[src/fpmc_pkg.sv]
// Shared constants, tables and types for the feedback phase-modulated cosine unit.
// Used by fpmc_cordic and feedback_phase_mod_cosine_unit; depends on nothing else.
package fpmc_pkg;

    localparam int CORDIC_STEPS = 16;
    localparam int SAMPLE_BITS  = 16;

    localparam int FRAC_BITS   = SAMPLE_BITS + 4;
    // Sign, two integer bits and the fraction cover the CORDIC growth.
    localparam int XY_W        = FRAC_BITS + 3;
    localparam int Z_W         = 34;
    localparam int ANGLE_COUNT = 24;
    localparam int ANGLE_IDX_W = $clog2(ANGLE_COUNT);
    localparam int STEP_COUNT  = (CORDIC_STEPS < ANGLE_COUNT) ? CORDIC_STEPS : ANGLE_COUNT;

    localparam longint GAIN_Q30 = 652032875;
    localparam longint X_INIT_L =
        (GAIN_Q30 + (longint'(1) << (29 - FRAC_BITS))) >>> (30 - FRAC_BITS);
    localparam logic signed [XY_W-1:0] X_INIT = XY_W'(X_INIT_L);

    // atan(2^-i) in units of 2^-32 turn.
    localparam logic [31:0] ATAN_TURNS [ANGLE_COUNT] = '{
        32'd536870912, 32'd316933406, 32'd167458907, 32'd85004756,
        32'd42667331,  32'd21354465,  32'd10679838,  32'd5340245,
        32'd2670163,   32'd1335087,   32'd667544,    32'd333772,
        32'd166886,    32'd83443,     32'd41722,     32'd20861,
        32'd10430,     32'd5215,      32'd2608,      32'd1304,
        32'd652,       32'd326,       32'd163,       32'd81
    };

    localparam int CFG_ADDR_W = 2;
    localparam int CFG_DATA_W = 15;
    localparam logic [CFG_ADDR_W-1:0] REG_ENABLED         = 2'd0;
    localparam logic [CFG_ADDR_W-1:0] REG_BIPOLAR         = 2'd1;
    localparam logic [CFG_ADDR_W-1:0] REG_FEEDBACK_AMOUNT = 2'd2;

    typedef enum logic [2:0] {
        ST_IDLE,
        ST_SUM,
        ST_MUL,
        ST_PHASE,
        ST_ROT,
        ST_FIN
    } fpmc_state_t;

    typedef struct packed {
        logic busy;
        logic done;
    } fpmc_cordic_stat_t;

endpackage

[src/fpmc_cordic.sv]
// Iterative rotation-mode CORDIC: one micro-rotation per cycle on shared x, y, z registers.
// Depends on fpmc_pkg for widths, the start gain and the arctangent table.
module fpmc_cordic (
    input  logic                                 aclk,
    input  logic                                 aresetn,
    input  logic                                 start,
    input  logic signed [15:0]                   angle,  // 2^-16 turn, within +-1/4 turn
    output logic signed [fpmc_pkg::XY_W-1:0]     cos_x,
    output fpmc_pkg::fpmc_cordic_stat_t          stat
);
    import fpmc_pkg::*;

    localparam logic [ANGLE_IDX_W-1:0] LAST_IDX = ANGLE_IDX_W'(STEP_COUNT - 1);

    logic signed [XY_W-1:0]   x_reg, x_next;
    logic signed [XY_W-1:0]   y_reg, y_next;
    logic signed [Z_W-1:0]    z_reg, z_next;
    logic [ANGLE_IDX_W-1:0]   idx_reg, idx_next;
    logic                     busy_reg, busy_next;
    logic                     done_reg, done_next;

    logic signed [XY_W-1:0]   x_shift;
    logic signed [XY_W-1:0]   y_shift;
    logic signed [Z_W-1:0]    atan_ext;
    logic [31:0]              atan_word;

    assign x_shift   = x_reg >>> idx_reg;
    assign y_shift   = y_reg >>> idx_reg;
    assign atan_word = ATAN_TURNS[idx_reg];
    assign atan_ext  = {{(Z_W-32){1'b0}}, atan_word};

    always_comb begin
        x_next    = x_reg;
        y_next    = y_reg;
        z_next    = z_reg;
        idx_next  = idx_reg;
        busy_next = busy_reg;
        done_next = 1'b0;
        if (start) begin
            x_next    = X_INIT;
            y_next    = '0;
            z_next    = {{(Z_W-32){angle[15]}}, angle, 16'b0};
            idx_next  = '0;
            busy_next = 1'b1;
        end else if (busy_reg) begin
            if (!z_reg[Z_W-1]) begin
                x_next = x_reg - y_shift;
                y_next = y_reg + x_shift;
                z_next = z_reg - atan_ext;
            end else begin
                x_next = x_reg + y_shift;
                y_next = y_reg - x_shift;
                z_next = z_reg + atan_ext;
            end
            if (idx_reg == LAST_IDX) begin
                busy_next = 1'b0;
                done_next = 1'b1;
            end else begin
                idx_next = idx_reg + 1'b1;
            end
        end
    end

    always_ff @(posedge aclk) begin
        x_reg   <= x_next;
        y_reg   <= y_next;
        z_reg   <= z_next;
        idx_reg <= idx_next;
        if (!aresetn) begin
            busy_reg <= 1'b0;
            done_reg <= 1'b0;
        end else begin
            busy_reg <= busy_next;
            done_reg <= done_next;
        end
    end

    assign cos_x     = x_reg;
    assign stat.busy = busy_reg;
    assign stat.done = done_reg;

`ifndef SYNTHESIS
    a_start_when_free: assert property (@(posedge aclk) disable iff (!aresetn)
        start |-> !busy_reg)
        else $error("CORDIC started while a rotation is in progress");

    a_done_after_busy: assert property (@(posedge aclk) disable iff (!aresetn)
        done_reg |-> $past(busy_reg) && !busy_reg)
        else $error("CORDIC done without a finished rotation");

    a_done_pulse: assert property (@(posedge aclk) disable iff (!aresetn)
        done_reg |=> !done_reg)
        else $error("CORDIC done held longer than one cycle");
`endif

endmodule

[src/feedback_phase_mod_cosine_unit.sv]
// Top level of the feedback phase-modulated cosine operator: stream ports, config registers,
// sequencer, feedback multiply and output stage. Depends on fpmc_pkg and fpmc_cordic.
//
//  Channel   Direction  Request moves                    Handshake
//  s_*       in         phase_in, feedback_mod           s_tvalid / s_tready
//  m_*       out        sample_out                       m_tvalid / m_tready
//  cfg_*     in         register index and value         cfg_wr_en, no wait
//
// Requests do not overlap: the next is accepted only after the current one has finished,
// and the single CORDIC unit does one micro-rotation per cycle.
// s_tready is high only while the sequencer is idle; a result sits in the output register
// while the next request is processed, and the sequencer waits before loading a new
// result until the previous one is taken. Reset restores enabled = 1, bipolar = 1,
// feedback amount 0 and a stored cosine of 0.
module feedback_phase_mod_cosine_unit (
    input  logic                                  aclk,
    input  logic                                  aresetn,
    input  logic                                  s_tvalid,
    output logic                                  s_tready,
    input  logic [31:0]                           s_tdata,   // [11:0] phase_in, [31:16] feedback_mod
    output logic                                  m_tvalid,
    input  logic                                  m_tready,
    output logic [15:0]                           m_tdata,   // [15:0] sample_out
    input  logic                                  cfg_wr_en,
    input  logic [fpmc_pkg::CFG_ADDR_W-1:0]       cfg_index,
    input  logic [fpmc_pkg::CFG_DATA_W-1:0]       cfg_data
);
    import fpmc_pkg::*;

    localparam logic signed [XY_W:0] ROUND_ADD = (XY_W+1)'(1) << (FRAC_BITS - 16);
    localparam logic signed [XY_W:0] C_MAX     = (XY_W+1)'(32767);
    localparam logic signed [XY_W:0] C_MIN     = -(XY_W+1)'(32767);

    fpmc_state_t state_reg, state_next;

    logic                         enabled_reg;
    logic                         bipolar_reg;
    logic [CFG_DATA_W-1:0]        amount_reg;
    logic signed [15:0]           last_cos_reg, last_cos_next;

    logic [11:0]                  phase_reg, phase_next;
    logic signed [15:0]           mod_reg, mod_next;
    logic signed [15:0]           fb_reg, fb_next;
    logic signed [31:0]           prod_reg, prod_next;
    logic signed [15:0]           angle_reg, angle_next;
    logic                         flip_reg, flip_next;

    logic                         m_tvalid_reg, m_tvalid_next;
    logic [15:0]                  m_tdata_reg, m_tdata_next;

    logic                         accept;
    logic                         cordic_start;
    logic                         out_load;

    logic signed [16:0]           fb_sum;
    logic [31:0]                  prod_rnd;
    logic [15:0]                  phase16;
    logic signed [15:0]           phase_s;
    logic                         flip_now;

    logic signed [XY_W-1:0]       cos_x;
    fpmc_cordic_stat_t            cordic_stat;
    logic signed [XY_W:0]         cos_rnd;
    logic signed [XY_W:0]         cos_sh;
    logic signed [15:0]           cos_sat;
    logic signed [15:0]           cos_final;
    logic [15:0]                  out_word;

    fpmc_cordic u_cordic (
        .aclk    (aclk),
        .aresetn (aresetn),
        .start   (cordic_start),
        .angle   (angle_next),
        .cos_x   (cos_x),
        .stat    (cordic_stat)
    );

    // Sequencer: next state.
    always_comb begin
        state_next = state_reg;
        case (state_reg)
            ST_IDLE:  if (s_tvalid) state_next = ST_SUM;
            ST_SUM:   state_next = ST_MUL;
            ST_MUL:   state_next = ST_PHASE;
            ST_PHASE: state_next = ST_ROT;
            ST_ROT:   if (cordic_stat.done) state_next = ST_FIN;
            ST_FIN:   if (!m_tvalid_reg || m_tready) state_next = ST_IDLE;
            default:  state_next = ST_IDLE;
        endcase
    end

    // Sequencer: outputs.
    always_comb begin
        s_tready     = 1'b0;
        cordic_start = 1'b0;
        out_load     = 1'b0;
        case (state_reg)
            ST_IDLE:  s_tready = 1'b1;
            ST_PHASE: cordic_start = 1'b1;
            ST_FIN:   out_load = !m_tvalid_reg || m_tready;
            default:  ;
        endcase
    end

    assign accept = s_tvalid && s_tready;

    // Feedback amount plus modulation; only positive overflow is possible.
    assign fb_sum = $signed({2'b00, amount_reg}) + $signed({mod_reg[15], mod_reg});

    // Product rounded to 2^-16 turn; the bits above a whole turn drop out.
    assign prod_rnd = prod_reg + 32'd4096;
    assign phase16  = {phase_reg, 4'b0000} + prod_rnd[28:13];
    assign phase_s  = phase16;
    assign flip_now = (phase_s > 16'sd16384) || (phase_s < -16'sd16384);

    // Round the CORDIC x to Q1.15, saturate, then undo the half-cycle move.
    assign cos_rnd   = $signed({cos_x[XY_W-1], cos_x}) + ROUND_ADD;
    assign cos_sh    = cos_rnd >>> (FRAC_BITS - 15);
    assign cos_sat   = (cos_sh > C_MAX) ? 16'sd32767 :
                       (cos_sh < C_MIN) ? -16'sd32767 : cos_sh[15:0];
    assign cos_final = flip_reg ? -cos_sat : cos_sat;

    always_comb begin
        if (!enabled_reg) begin
            out_word = '0;
        end else if (bipolar_reg) begin
            out_word = cos_final;
        end else begin
            out_word = {1'b0, ~cos_final[15], cos_final[14:1]};
        end
    end

    always_comb begin
        phase_next    = phase_reg;
        mod_next      = mod_reg;
        fb_next       = fb_reg;
        prod_next     = prod_reg;
        angle_next    = angle_reg;
        flip_next     = flip_reg;
        last_cos_next = last_cos_reg;
        m_tvalid_next = m_tvalid_reg;
        m_tdata_next  = m_tdata_reg;
        if (accept) begin
            phase_next = s_tdata[11:0];
            mod_next   = s_tdata[31:16];
        end
        if (state_reg == ST_SUM) begin
            fb_next = (!fb_sum[16] && fb_sum[15]) ? 16'sd32767 : fb_sum[15:0];
        end
        if (state_reg == ST_MUL) begin
            prod_next = fb_reg * last_cos_reg;
        end
        if (state_reg == ST_PHASE) begin
            flip_next  = flip_now;
            angle_next = flip_now ? {~phase16[15], phase16[14:0]} : phase16;
        end
        if (m_tvalid_reg && m_tready) begin
            m_tvalid_next = 1'b0;
        end
        if (out_load) begin
            last_cos_next = cos_final;
            m_tvalid_next = 1'b1;
            m_tdata_next  = out_word;
        end
    end

    // Datapath registers need no reset; each is written before it is read.
    always_ff @(posedge aclk) begin
        phase_reg   <= phase_next;
        mod_reg     <= mod_next;
        fb_reg      <= fb_next;
        prod_reg    <= prod_next;
        flip_reg    <= flip_next;
        m_tdata_reg <= m_tdata_next;
        if (!aresetn) begin
            state_reg    <= ST_IDLE;
            m_tvalid_reg <= 1'b0;
            last_cos_reg <= '0;
            enabled_reg  <= 1'b1;
            bipolar_reg  <= 1'b1;
            amount_reg   <= '0;
        end else begin
            state_reg    <= state_next;
            m_tvalid_reg <= m_tvalid_next;
            last_cos_reg <= last_cos_next;
            if (cfg_wr_en) begin
                case (cfg_index)
                    REG_ENABLED:         enabled_reg <= cfg_data[0];
                    REG_BIPOLAR:         bipolar_reg <= cfg_data[0];
                    REG_FEEDBACK_AMOUNT: amount_reg  <= cfg_data;
                    default:             ;
                endcase
            end
        end
    end

    // The CORDIC samples its angle on the start edge, so the angle is presented
    // combinationally during ST_PHASE and held in angle_reg afterwards.
    always_ff @(posedge aclk) begin
        angle_reg <= angle_next;
    end

    assign m_tvalid = m_tvalid_reg;
    assign m_tdata  = m_tdata_reg;

`ifndef SYNTHESIS
    a_ready_only_when_free: assert property (@(posedge aclk) disable iff (!aresetn)
        s_tready |-> !cordic_stat.busy)
        else $error("Input ready while the CORDIC is rotating");

    a_done_in_rot: assert property (@(posedge aclk) disable iff (!aresetn)
        cordic_stat.done |-> state_reg == ST_ROT)
        else $error("CORDIC finished outside the rotation wait");

    a_no_min_code: assert property (@(posedge aclk) disable iff (!aresetn)
        m_tvalid |-> m_tdata != 16'h8000)
        else $error("Output reached the excluded most negative code");

    a_disabled_zero: assert property (@(posedge aclk) disable iff (!aresetn)
        $rose(m_tvalid) && !enabled_reg |-> m_tdata == 16'h0000)
        else $error("Nonzero output while disabled");
`endif

endmodule
[config.mk]
export PLATFORM = sky130hd
export DESIGN_NAME = feedback_phase_mod_cosine_unit
export DESIGN_NICKNAME = d
export VERILOG_FILES = /design/src/fpmc_pkg.sv /design/src/fpmc_cordic.sv /design/src/feedback_phase_mod_cosine_unit.sv
export SDC_FILE = /design/constraint.sdc
export NUM_CORES = 1
export LEC_CHECK = 0
export BUFFER_PORTS_ARGS = -buffer_cell sky130_fd_sc_hd__clkbuf_2
export CORE_UTILIZATION = 37
export CTS_CLUSTER_SIZE = 40
export DETAILED_ROUTE_END_ITERATION = 10
export SYNTH_ARGS = -nofsm -noshare
export SYNTH_HDL_FRONTEND = slang
export SYNTH_SLANG_ARGS = --single-unit
[constraint.sdc]
create_clock -name aclk -period 18.8 [get_ports aclk]
set_clock_uncertainty 0.15 [all_clocks]
set_input_delay 2.82 -clock aclk [delete_from_list [all_inputs] [get_ports aclk]]
set_output_delay 2.82 -clock aclk [all_outputs]
set_load 0.05 [all_outputs]
; After elaboration in Yosys (flattened, before gate mapping)
; Memories as Yosys holds them, arrays and structs flattened.
; Index checks and enable logic that the tools add are counted.
[totals]
regBits = 230
mem_bits_ro = 1024
input_bits = 54
out_inout_bits = 18
elab_cells = 103
memories = 1
[memory_table]
columns = name, depth, word_bits, read_ports, rd_ports_with_merged_regs, write_ports, line_no
row1 = (name not given), 32, 32, 1, 0, 0, fpmc_cordic.sv:29  ; assign atan_word = ATAN_TURNS[idx_reg];
[classes]
add_sub_neg = 12
n_mul = 1
magnitude_cmp = 5
eq_ne = 11
n_shift = 2
mux = 26
bitwise_logic = 6
n_reduce_logical = 18
[ops]
columns = cell, n
row1 = $mux W34, 3
row2 = $mux W16, 5
row3 = $mux W32, 2
row4 = $add A23 B23 Y23, 2
row5 = $mux W23, 2
row6 = $sshr A23 B5 Y23, 2
row7 = $sub A23 B23 Y23, 2
row8 = $add A34 B33 Y34, 1
row9 = $sub A34 B33 Y34, 1
row10 = $add A29 B13 Y29 const B, 1
row11 = $mul A16 B16 Y29, 1
row12 = $add A23 B6 Y24 const B, 1
row13 = $gt A19 B16 Y1 const B, 1
row14 = $lt A19 B16 Y1 const B, 1
row15 = $pmux W3 S6, 1
row16 = $add A16 B16 Y17, 1
row17 = $add A16 B16 Y16, 1
row18 = $gt A16 B16 Y1 const B, 1
row19 = $lt A16 B15 Y1 const B, 1
row20 = $neg A16 Y16, 1
row21 = $mux W15, 1
row22 = $reduce_and A2 Y1, 5
row23 = $mux W1, 9
row24 = $mux W3, 3
row25 = 20 further kinds, 32

; Logic depth before layout (Yosys ltp)
; Gate-level depths: netlist of the first run.
[depth]
depth_word = 8
depth_mapped = 30
depth_no_buf = 24

; Cells and area by module
; From an unflattened synthesis of the first run, not the netlist that was laid out.
[hier_totals]
hier_cells = 3258
hier_area_um2 = 28254.6
[by_module_without_submodules]
columns = module, instances, cells_each, area_each_um2, seq_area_each_um2
row1 = feedback_phase_mod_cosine_unit, 1, 1767, 16183.0, 3403.3
row2 = fpmc_cordic, 1, 1491, 12071.6, 1921.8

; Least setup slack after synthesis of the first run
; OpenSTA, ideal clock, no wires.
[synth_path]
path_kind = flip-flop to flip-flop
startpoint = register last_cos_reg[9]
endpoint = register prod_reg[28], data pin
setup_time_ns = 0.260
t_arrival_ns = 6.187
required_ns = 18.390
slack_ns = 12.203
stages_incl_launch_ff = 24
n_path_buf = 2
period_less_slack_ns = 6.597
cell_sequence = dfxtp_1 > clkbuf_1 > clkbuf_1 > nand2_1 > fa_1 > inv_1 > fa_1 > inv_1 > fa_1 > inv_1 > fa_1 > fa_1 > inv_1 > fa_1 > inv_1 > ha_1 > and3_1 > a221oi_1 > a31oi_1 > a2111oi_0 > or2_2 > o2111ai_1 > a21oi_1 > xnor2_1
[synth_between]
elab_chain_len = 1
[synth_rtl]
columns = item, line_no
row1 = "start, declared", feedback_phase_mod_cosine_unit.sv:39  ; logic signed [15:0] last_cos_reg, last_cos_next;
row2 = "start signal, assigned", feedback_phase_mod_cosine_unit.sv:185  ; last_cos_reg <= last_cos_next;
row3 = $mul A16 B16 Y29, feedback_phase_mod_cosine_unit.sv:151  ; prod_next = fb_reg * last_cos_reg;
row4 = "end signal, assigned", feedback_phase_mod_cosine_unit.sv:172  ; prod_reg <= prod_next;
row5 = "end, declared", feedback_phase_mod_cosine_unit.sv:44  ; logic signed [31:0] prod_reg, prod_next;
; Every way passes these cells.
; A chain may end at the register's enable or synchronous reset.

; Worst setup path after layout of the first run
[layout_path]
startpoint = register fb_reg[5]
endpoint = register prod_reg[28], data pin
[layout_between]
elab_chain_len = 1
[layout_rtl]
columns = item, line_no
row1 = "start, declared", feedback_phase_mod_cosine_unit.sv:43  ; logic signed [15:0] fb_reg, fb_next;
row2 = "start signal, assigned", feedback_phase_mod_cosine_unit.sv:171  ; fb_reg <= fb_next;
row3 = $mul A16 B16 Y29, feedback_phase_mod_cosine_unit.sv:151
; Every way passes these cells.

==> run summary, run 1 <==
=================================================================================================
Outcome                                                                              finished, final reports clean
Worst R2R Setup Slack                                                                    11300 ps
Post-synthesis cell type with the largest combined area                              sky130_fd_sc_hd__fa_1
Worst Path Arrival                                                                        7650 ps
Length of the first detailed-routing pass in iterations                                         5
# hold bufs at CTS                                                                              0
Clock latency at the later pin of the worst-skew pair                                      590 ps
Largest fanout of any net on the critical path                                                 16
Die area                                                                                74600 µm²
Slew margin rel.                                                                            23.3%
Worst path top cell family by delay                                                   adder cells
Post-CTS Repair Setup Buffers                                                                   0
Worst flop-to-flop path startpoint                                                   fb_reg[5]$_SDFFCE_PP1P_
Kind of start point of the critical path                                                flip-flop
Least-Margin Pin Slew                                                                     1140 ps
Setup repair after global routing missed its margin                                         false
Number of nets produced by synthesis                                                         3618
Sequential share of power                                                                   15.8%
Initial core utilization                                                                    37.4%
Count of nets left with antenna violations after detail routing                                 0
IO buf count                                                                                   67
Area Growth Syn to Fin                                                                      6.85%
Ys flop type                                                                         sky130_fd_sc_hd__dfxtp_1
Crit path time final                                                                      7500 ps
Post_cts resized                                                                                0
Max Fclk                                                                                  133 MHz
Internal cell power                                                                     0.00234 W
Post-route fraction of the period consumed by the critical path                             39.9%
Wire length of the first global-routing pass                                            114000 µm
Clock-pin slew on the worst setup and hold paths                                            60 ps
Worst endpoint required time                                                             18950 ps
EDFF count, synth                                                                              96
Hold Crit Endpoint                                                                   amount_reg[10]$_SDFFE_PN0P_
Lkg Pwr                                                                                   12.6 nW
Via density per instance                                                                     5.36
Number of flip-flops and latches in the synthesized netlist                                   202
Buffers and inverters on the worst path                                                         4
Post-synthesis cell area                                                                27200 µm²
Final HPWL from detailed placement                                                       52600 µm
Areal power density over the cells                                                     163 nW/µm²
Mean cell area of the mapped netlist                                                     8.70 µm²
Maximum vdd ir drop                                                                      0.110 mV
Leading cell types by count after synthesis                                          sky130_fd_sc_hd__inv_1 (369), sky130_fd_sc_hd__nand2_1 (326), sky130_fd_sc_hd__fa_1 (243)
TritonCTS Buffers                                                                              28
Sw power                                                                                0.00241 W
Worst hold path stage count                                                                     2
Area share of the largest cell type after synthesis                                         17.9%
Sequential area share after synthesis                                                       18.4%
CORE AREA                                                                               72800 µm²
Clock tree root buffer cell                                                          sky130_fd_sc_hd__clkbuf_16
Die height                                                                                 273 µm
Share of flip-flops with an asynchronous set or reset after synthesis                          0%
Number of top-level pins                                                                       72
Die X-Extent                                                                               273 µm
Total Nets Final                                                                             3565
Worst min-delay path startpoint                                                      amount_reg[10]$_SDFFE_PN0P_
Part of the total power dissipated in combinational logic                                   73.0%
Slowest stage cell on the critical path                                              sky130_fd_sc_hd__a2111oi_0
Share of total power in the clock network                                                   11.2%
Total number of vias                                                                        21800
Post-Route Setup TNS                                                                         0 ps
Max reg flops                                                                                  34
Global routing usage summed across all routing layers                                       18.9%
Worst hold path type                                                                 flip-flop to flip-flop
Tot Pwr                                                                                 0.00475 W
Htree depth                                                                                     1
Share of layout cells above drive strength 1                                                7.81%
Yosys warns                                                                                     0
Antenna Cells                                                                                   0
Number of DRC violations after detailed routing                                                 0
Number of global-route vias before repair                                                   21200
Routability cong.                                                                           0.895
Net switching share of the total power                                                      50.7%
Worst Path Class, Setup                                                              flip-flop to flip-flop
Worst path max stage delay                                                                 700 ps
Number of distinct library cell variants in the gate-level netlist after synthesis             92
Max cap viols                                                                                   0
Fin. max-slew vios                                                                              0
Number of cells on the worst reg-to-reg path                                                   22
Gate count after technology mapping                                                          3130
Number of hold violations in the final report                                                   0
Max clock buf depth                                                                             3
Top cells by area, synth                                                             sky130_fd_sc_hd__fa_1 (18%), sky130_fd_sc_hd__edfxtp_1 (11%), sky130_fd_sc_hd__ha_1 (8.8%), sky130_fd_sc_hd__dfxtp_1 (7.8%), sky130_fd_sc_hd__inv_1 (5.1%)
Cell with the most instances after synthesis                                         sky130_fd_sc_hd__inv_1
# setup viols final                                                                             0
Antenna violations before repair                                                                0
CP Capture Type                                                                         flip-flop
Clock sinks                                                                                   202
Detailed-route wire length                                                               70100 µm
Pin count of the biggest net entering global routing                                           88
Total number of placement rows                                                                 99
TritonCTS clock tree                                                                         done
Most Frequent Cell on Critical Path                                                  sky130_fd_sc_hd__fa_1
DRT iter0 DRCs                                                                               1615
Ordered cell list for the critical path                                              and2_1 -> fa_1 -> inv_1 -> fa_1 -> fa_1 -> fa_1 -> inv_1 -> fa_1 -> inv_1 -> fa_1 -> inv_1 -> ha_1 -> or3_1 -> a221oi_1 -> o21ai_0 -> nand4_1 -> a31oi_1 -> a2111oi_0 -> or2_2 -> o2111ai_1 -> a21oi_1 -> xnor2_1
GR Overflow Total                                                                               0
RR Endpoint                                                                          prod_reg[28]$_DFFE_PP_
Routed len/inst                                                                           17.3 µm
=================================================================================================
## layout make-up
class	count	area (µm²)
well taps	959	1200
multi-input cells	2394	20100
fillers	7324	43800
clock buffers	36	741
clock inverters	16	171
inverters	369	1390
flip-flops and latches	202	5020
repair buffers	82	448
## logic make-up after synthesis
family | Yosys count | synth area share (%)
simple gates | 960 | 17.5
compound gates | 640 | 15.2
buf+inv | 534 | 7.75
fa+ha+maj | 434 | 26.7
xor+xnor | 227 | 7.30
flops | 202 | 18.4
mux | 133 | 7.25
## worst register-to-register path: stages, from the launching register on
cell	delay, ps
sky130_fd_sc_hd__edfxtp_1	670
sky130_fd_sc_hd__and2_1	310
sky130_fd_sc_hd__fa_1	540
sky130_fd_sc_hd__inv_1	60
sky130_fd_sc_hd__fa_1	550
sky130_fd_sc_hd__fa_1	430
sky130_fd_sc_hd__fa_1	520
sky130_fd_sc_hd__inv_1	70
sky130_fd_sc_hd__fa_1	530
sky130_fd_sc_hd__inv_1	50
sky130_fd_sc_hd__fa_1	530
sky130_fd_sc_hd__inv_1	50
sky130_fd_sc_hd__ha_1	200
sky130_fd_sc_hd__or3_1	310
sky130_fd_sc_hd__a221oi_1	200
sky130_fd_sc_hd__o21ai_0	240
sky130_fd_sc_hd__nand4_1	210
sky130_fd_sc_hd__a31oi_1	210
sky130_fd_sc_hd__a2111oi_0	700
sky130_fd_sc_hd__or2_2	250
sky130_fd_sc_hd__o2111ai_1	170
sky130_fd_sc_hd__a21oi_1	200
sky130_fd_sc_hd__xnor2_1	90
## metal layers
layer,wire (µm),vias up,global-route usage [%]
li1,-,10600,-
met3,3460,109,2.22
met5,0,-,0
met4,2140,0,5.79
met2,32300,558,31.0
met1,32300,10500,25.9
## how the worst max path moves through the flow
stage                                       startpoint                     end  cells past startpoint  slack, ps
after floorplan           last_cos_reg[9]$_SDFFE_PN0P_  prod_reg[28]$_DFFE_PP_                     23      12200
after global placement         fb_reg[5]$_SDFFCE_PP1P_  prod_reg[28]$_DFFE_PP_                     22      11310
after detailed placement       fb_reg[5]$_SDFFCE_PP1P_  prod_reg[28]$_DFFE_PP_                     22      11250
after CTS                      fb_reg[5]$_SDFFCE_PP1P_  prod_reg[28]$_DFFE_PP_                     22      11210
after global routing           fb_reg[5]$_SDFFCE_PP1P_  prod_reg[28]$_DFFE_PP_                     22      10790
final                          fb_reg[5]$_SDFFCE_PP1P_  prod_reg[28]$_DFFE_PP_                     22      11300
## power by group through the flow
stage / clock network [W] / registers (W) / logic (W)
global route: 0.000564 / 0.000764 / 0.00384
finish: 0.000533 / 0.000748 / 0.00346
floorplan: 0 / 0.000635 / 0.00282
detailed placement: 0 / 0.000751 / 0.00340
global placement: 0 / 0.000749 / 0.00340
CTS: 0.000551 / 0.000744 / 0.00343
## through the flow
| step | hold slack (ps) | setup WS (ps) | utilization (%) | instance area, µm² | std cells |
|---|---|---|---|---|---|
| after floorplan | 282 | 12200 | - | 27200 | 3130 |
| after global placement | 294 | 11310 | 38.7 | 28200 | 4006 |
| after detailed placement | 306 | 11250 | 38.7 | 28200 | 4006 |
| after CTS | 320 | 11210 | 39.9 | 29100 | 4058 |
| after global routing | 341 | 10790 | 39.9 | 29100 | 4058 |
| final | 316 | 11300 | 39.9 | 29100 | 4058 |
## layout by cell type, fill, tap and decap left out, types with 39 or more instances in the layout
master                       n
sky130_fd_sc_hd__inv_1     368
sky130_fd_sc_hd__nand2_1   326
sky130_fd_sc_hd__fa_1      243
sky130_fd_sc_hd__ha_1      191
sky130_fd_sc_hd__nor2_1    190
sky130_fd_sc_hd__a21oi_1   173
sky130_fd_sc_hd__and2_1    147
sky130_fd_sc_hd__xnor2_1   144
sky130_fd_sc_hd__o21ai_0   143
sky130_fd_sc_hd__dfxtp_1   100
sky130_fd_sc_hd__edfxtp_1   96
sky130_fd_sc_hd__xor2_1     83
sky130_fd_sc_hd__clkbuf_2   67
sky130_fd_sc_hd__mux2i_1    58
sky130_fd_sc_hd__nand3_1    55
sky130_fd_sc_hd__a21o_1     46
sky130_fd_sc_hd__nand2b_1   44
sky130_fd_sc_hd__mux4_2     42
sky130_fd_sc_hd__a31oi_1    39
Note: power is estimated with default switching activity, not from simulation.
==> inputs of run 2 (changes only) <==
- clock period: 18.8 -> 7.7 ns (I/O delays scaled with it)
==> run summary, run 2 (same netlist as run 1, synthesis figures left out) <==
==============================================================================
Setup crit end                                                    prod_reg[28]$_DFFE_PP_
Max Fclk                                                               141 MHz   +5.6%
Global routing usage summed across all routing layers                    19.0%   +0.17 points
Start point of the critical path                                  fb_reg[9]$_SDFFCE_PP1P_
Worst endpoint required time                                           7850 ps   -11100 ps
Total Nets Final                                                          3602   +1.0%
Post-route fraction of the period consumed by the critical path          92.2%   +52 points
GR Overflow Total                                                            0   unchanged
Highest-count cells in the layout ignoring fill and taps          sky130_fd_sc_hd__inv_1 (368), sky130_fd_sc_hd__nand2_1 (326), sky130_fd_sc_hd__fa_1 (243)
Max cap viols                                                                0   unchanged
Worst slack at placement                                                526 ps   -10720 ps
Outcome                                                           finished, final reports clean
Worst hold path type                                              flip-flop to flip-flop
DRT iter0 DRCs                                                            1643   +1.7%
Antenna violations before repair                                             0   unchanged
Die height                                                              273 µm   unchanged
Slew margin rel.                                                         21.4%   -1.9 points
TritonCTS Buffers                                                           28   unchanged
# hold bufs at CTS                                                           0   unchanged
Final HPWL from detailed placement                                    54200 µm   +3.2%
Area Growth Syn to Fin                                                   8.11%
Total number of placement rows                                              99   unchanged
Fin. max-slew vios                                                           0   unchanged
Number of cells on the worst reg-to-reg path                                21   -4.5%
IO buf count                                                                67   unchanged
RR Endpoint                                                       prod_reg[28]$_DFFE_PP_
Number of top-level pins                                                    72   unchanged
Least-Margin Pin Slew                                                  1170 ps   +31.9 ps
Length of the first detailed-routing pass in iterations                      6   +1
Worst R2R Setup Slack                                                   600 ps   -10700 ps
Crit path time final                                                   7100 ps   -399 ps
Initial core utilization                                                 37.4%   unchanged
Post_cts resized                                                             0   unchanged
Post-Route Setup TNS                                                      0 ps   unchanged
Total number of vias                                                     21900   +0.54%
Die X-Extent                                                            273 µm   unchanged
# setup viols final                                                          0   unchanged
Via density per instance                                                  5.34   -0.37%
Count of nets left with antenna violations after detail routing              0   unchanged
Clock latency at the later pin of the worst-skew pair                   590 ps   about the same
Post-placement cell area                                             28400 µm²   +0.99%
Met3 wire length                                                       3780 µm   +9.3%
Die area                                                             74600 µm²   unchanged
CP Capture Type                                                      flip-flop
Number of DRC violations after detailed routing                              0   unchanged
Detailed-routed wire length on met2                                   31300 µm   -3.0%
Lkg Pwr                                                                12.8 nW   +1.7%
CORE AREA                                                            72800 µm²   unchanged
Worst Path Class, Setup                                           flip-flop to flip-flop
Wire length of the first global-routing pass                         115000 µm   +1.2%
Largest fanout of any net on the critical path                              16   unchanged
Commonest non-fill, non-tap cell in the layout                    sky130_fd_sc_hd__inv_1
Post-Route Hold Slack                                                   321 ps   +5.60 ps
TritonCTS clock tree                                                      done
Clock tree root buffer cell                                       sky130_fd_sc_hd__clkbuf_16
Worst flop-to-flop path startpoint                                fb_reg[9]$_SDFFCE_PP1P_
Clock-pin slew on the worst setup and hold paths                         60 ps   about the same
Routed metal-1 wire length                                            33000 µm   +2.4%
Htree depth                                                                  1   unchanged
Max reg flops                                                               34   unchanged
Share of layout cells above drive strength 1                             9.15%   +1.3 points
Max clock buf depth                                                          3   unchanged
Maximum vdd ir drop                                                   0.303 mV   +170%
Kind of start point of the critical path                             flip-flop
Routability cong.                                                        0.907   +1.3%
Detailed-route wire length                                            70300 µm   +0.25%
Highest layer used for signal routing                                     met4
Number of hold violations in the final report                                0   unchanged
Worst Path Arrival                                                     7250 ps   -400 ps
Areal power density over the cells                                  399 nW/µm²   +140%
Antenna Cells                                                                0   unchanged
Cell area after layout                                               29400 µm²   +1.2%
Post-CTS Repair Setup Buffers                                                0   unchanged
Pin count of the biggest net entering global routing                        70   -20%
Number of global-route vias before repair                                21400   +0.60%
Clock sinks                                                                202   unchanged
Routed len/inst                                                        17.2 µm   -0.66%
Setup repair after global routing missed its margin                      false
Least setup slack across all paths after layout                         599 ps   -10700 ps
==============================================================================
-- run 2: cell types whose count changed in the layout (fill, tap and decap cells not counted), sizes merged --
cell      change
buf          +37
clkinv        -7
clkinvlp      +3
inv           +3
clkbuf        +2
bufinv        -1
-- run 2: per-stage QoR --
| step | total power, W | cells | util [%] |
|---|---|---|---|
| floorplan | 0.00843 | 3130 | - |
| global placement | 0.0102 | 4043 | 39.1 |
| detailed placement | 0.0102 | 4043 | 39.1 |
| CTS | 0.0117 | 4095 | 40.4 |
| global route | 0.0128 | 4095 | 40.4 |
| finish | 0.0117 | 4095 | 40.4 |
-- run 2: worst min path at each step --
stage | depth (start not counted) | start | end | slack (ps)
after global routing | 2 | amount_reg[3]$_SDFFE_PN0P_ | amount_reg[3]$_SDFFE_PN0P_ | 350
after detailed placement | 2 | u_cordic.z_reg[15]$_SDFFE_PP0P_ | u_cordic.z_reg[15]$_SDFFE_PP0P_ | 310
after CTS | 2 | u_cordic.z_reg[15]$_SDFFE_PP0P_ | u_cordic.z_reg[15]$_SDFFE_PP0P_ | 320
after global placement | 2 | u_cordic.z_reg[11]$_SDFFE_PP0P_ | u_cordic.z_reg[11]$_SDFFE_PP0P_ | 290
final | 2 | u_cordic.z_reg[15]$_SDFFE_PP0P_ | u_cordic.z_reg[15]$_SDFFE_PP0P_ | 320
after floorplan | 2 | u_cordic.z_reg[11]$_SDFFE_PP0P_ | u_cordic.z_reg[11]$_SDFFE_PP0P_ | 280
-- run 2: layout make-up --
class	count	area, µm²
Clock buffer	38	831
Clock inverter	14	145
Fill cell	7341	43400
Inverter	369	1390
Multi-Input combinational cell	2394	20100
Sequential cell	202	5020
Tap cell	959	1200
Timing Repair Buffer	119	726
-- run 2: where the power goes --
part           total [W]  internal (W)  leakage, nW  switching, W
Sequential       0.00190       0.00137         1.77      0.000533
Combinational    0.00846       0.00361         10.5       0.00485
Clock            0.00137      0.000824        0.472      0.000542
-- run 2: critical path: stages (launching register included) --
cell and delay [ps]:
sky130_fd_sc_hd__edfxtp_1 750, sky130_fd_sc_hd__nand2_1 160, sky130_fd_sc_hd__fa_1 550, sky130_fd_sc_hd__fa_1 430, sky130_fd_sc_hd__fa_1 480, sky130_fd_sc_hd__fa_1 500
sky130_fd_sc_hd__inv_1 60, sky130_fd_sc_hd__fa_1 530, sky130_fd_sc_hd__inv_1 50, sky130_fd_sc_hd__fa_1 530, sky130_fd_sc_hd__inv_1 40, sky130_fd_sc_hd__ha_1 200
sky130_fd_sc_hd__or3_1 300, sky130_fd_sc_hd__a221oi_1 200, sky130_fd_sc_hd__o21ai_0 240, sky130_fd_sc_hd__nand4_1 210, sky130_fd_sc_hd__a31oi_1 210, sky130_fd_sc_hd__a2111oi_0 550
sky130_fd_sc_hd__or2_2 230, sky130_fd_sc_hd__o2111ai_1 160, sky130_fd_sc_hd__a21oi_1 200, sky130_fd_sc_hd__xnor2_1 80
-- run 2: layer usage --
layer,GRT usage (%),up-vias
li1,-,10700
met1,26.8,10400
met2,30.4,645
met3,2.32,124
met4,5.75,0
met5,0,-
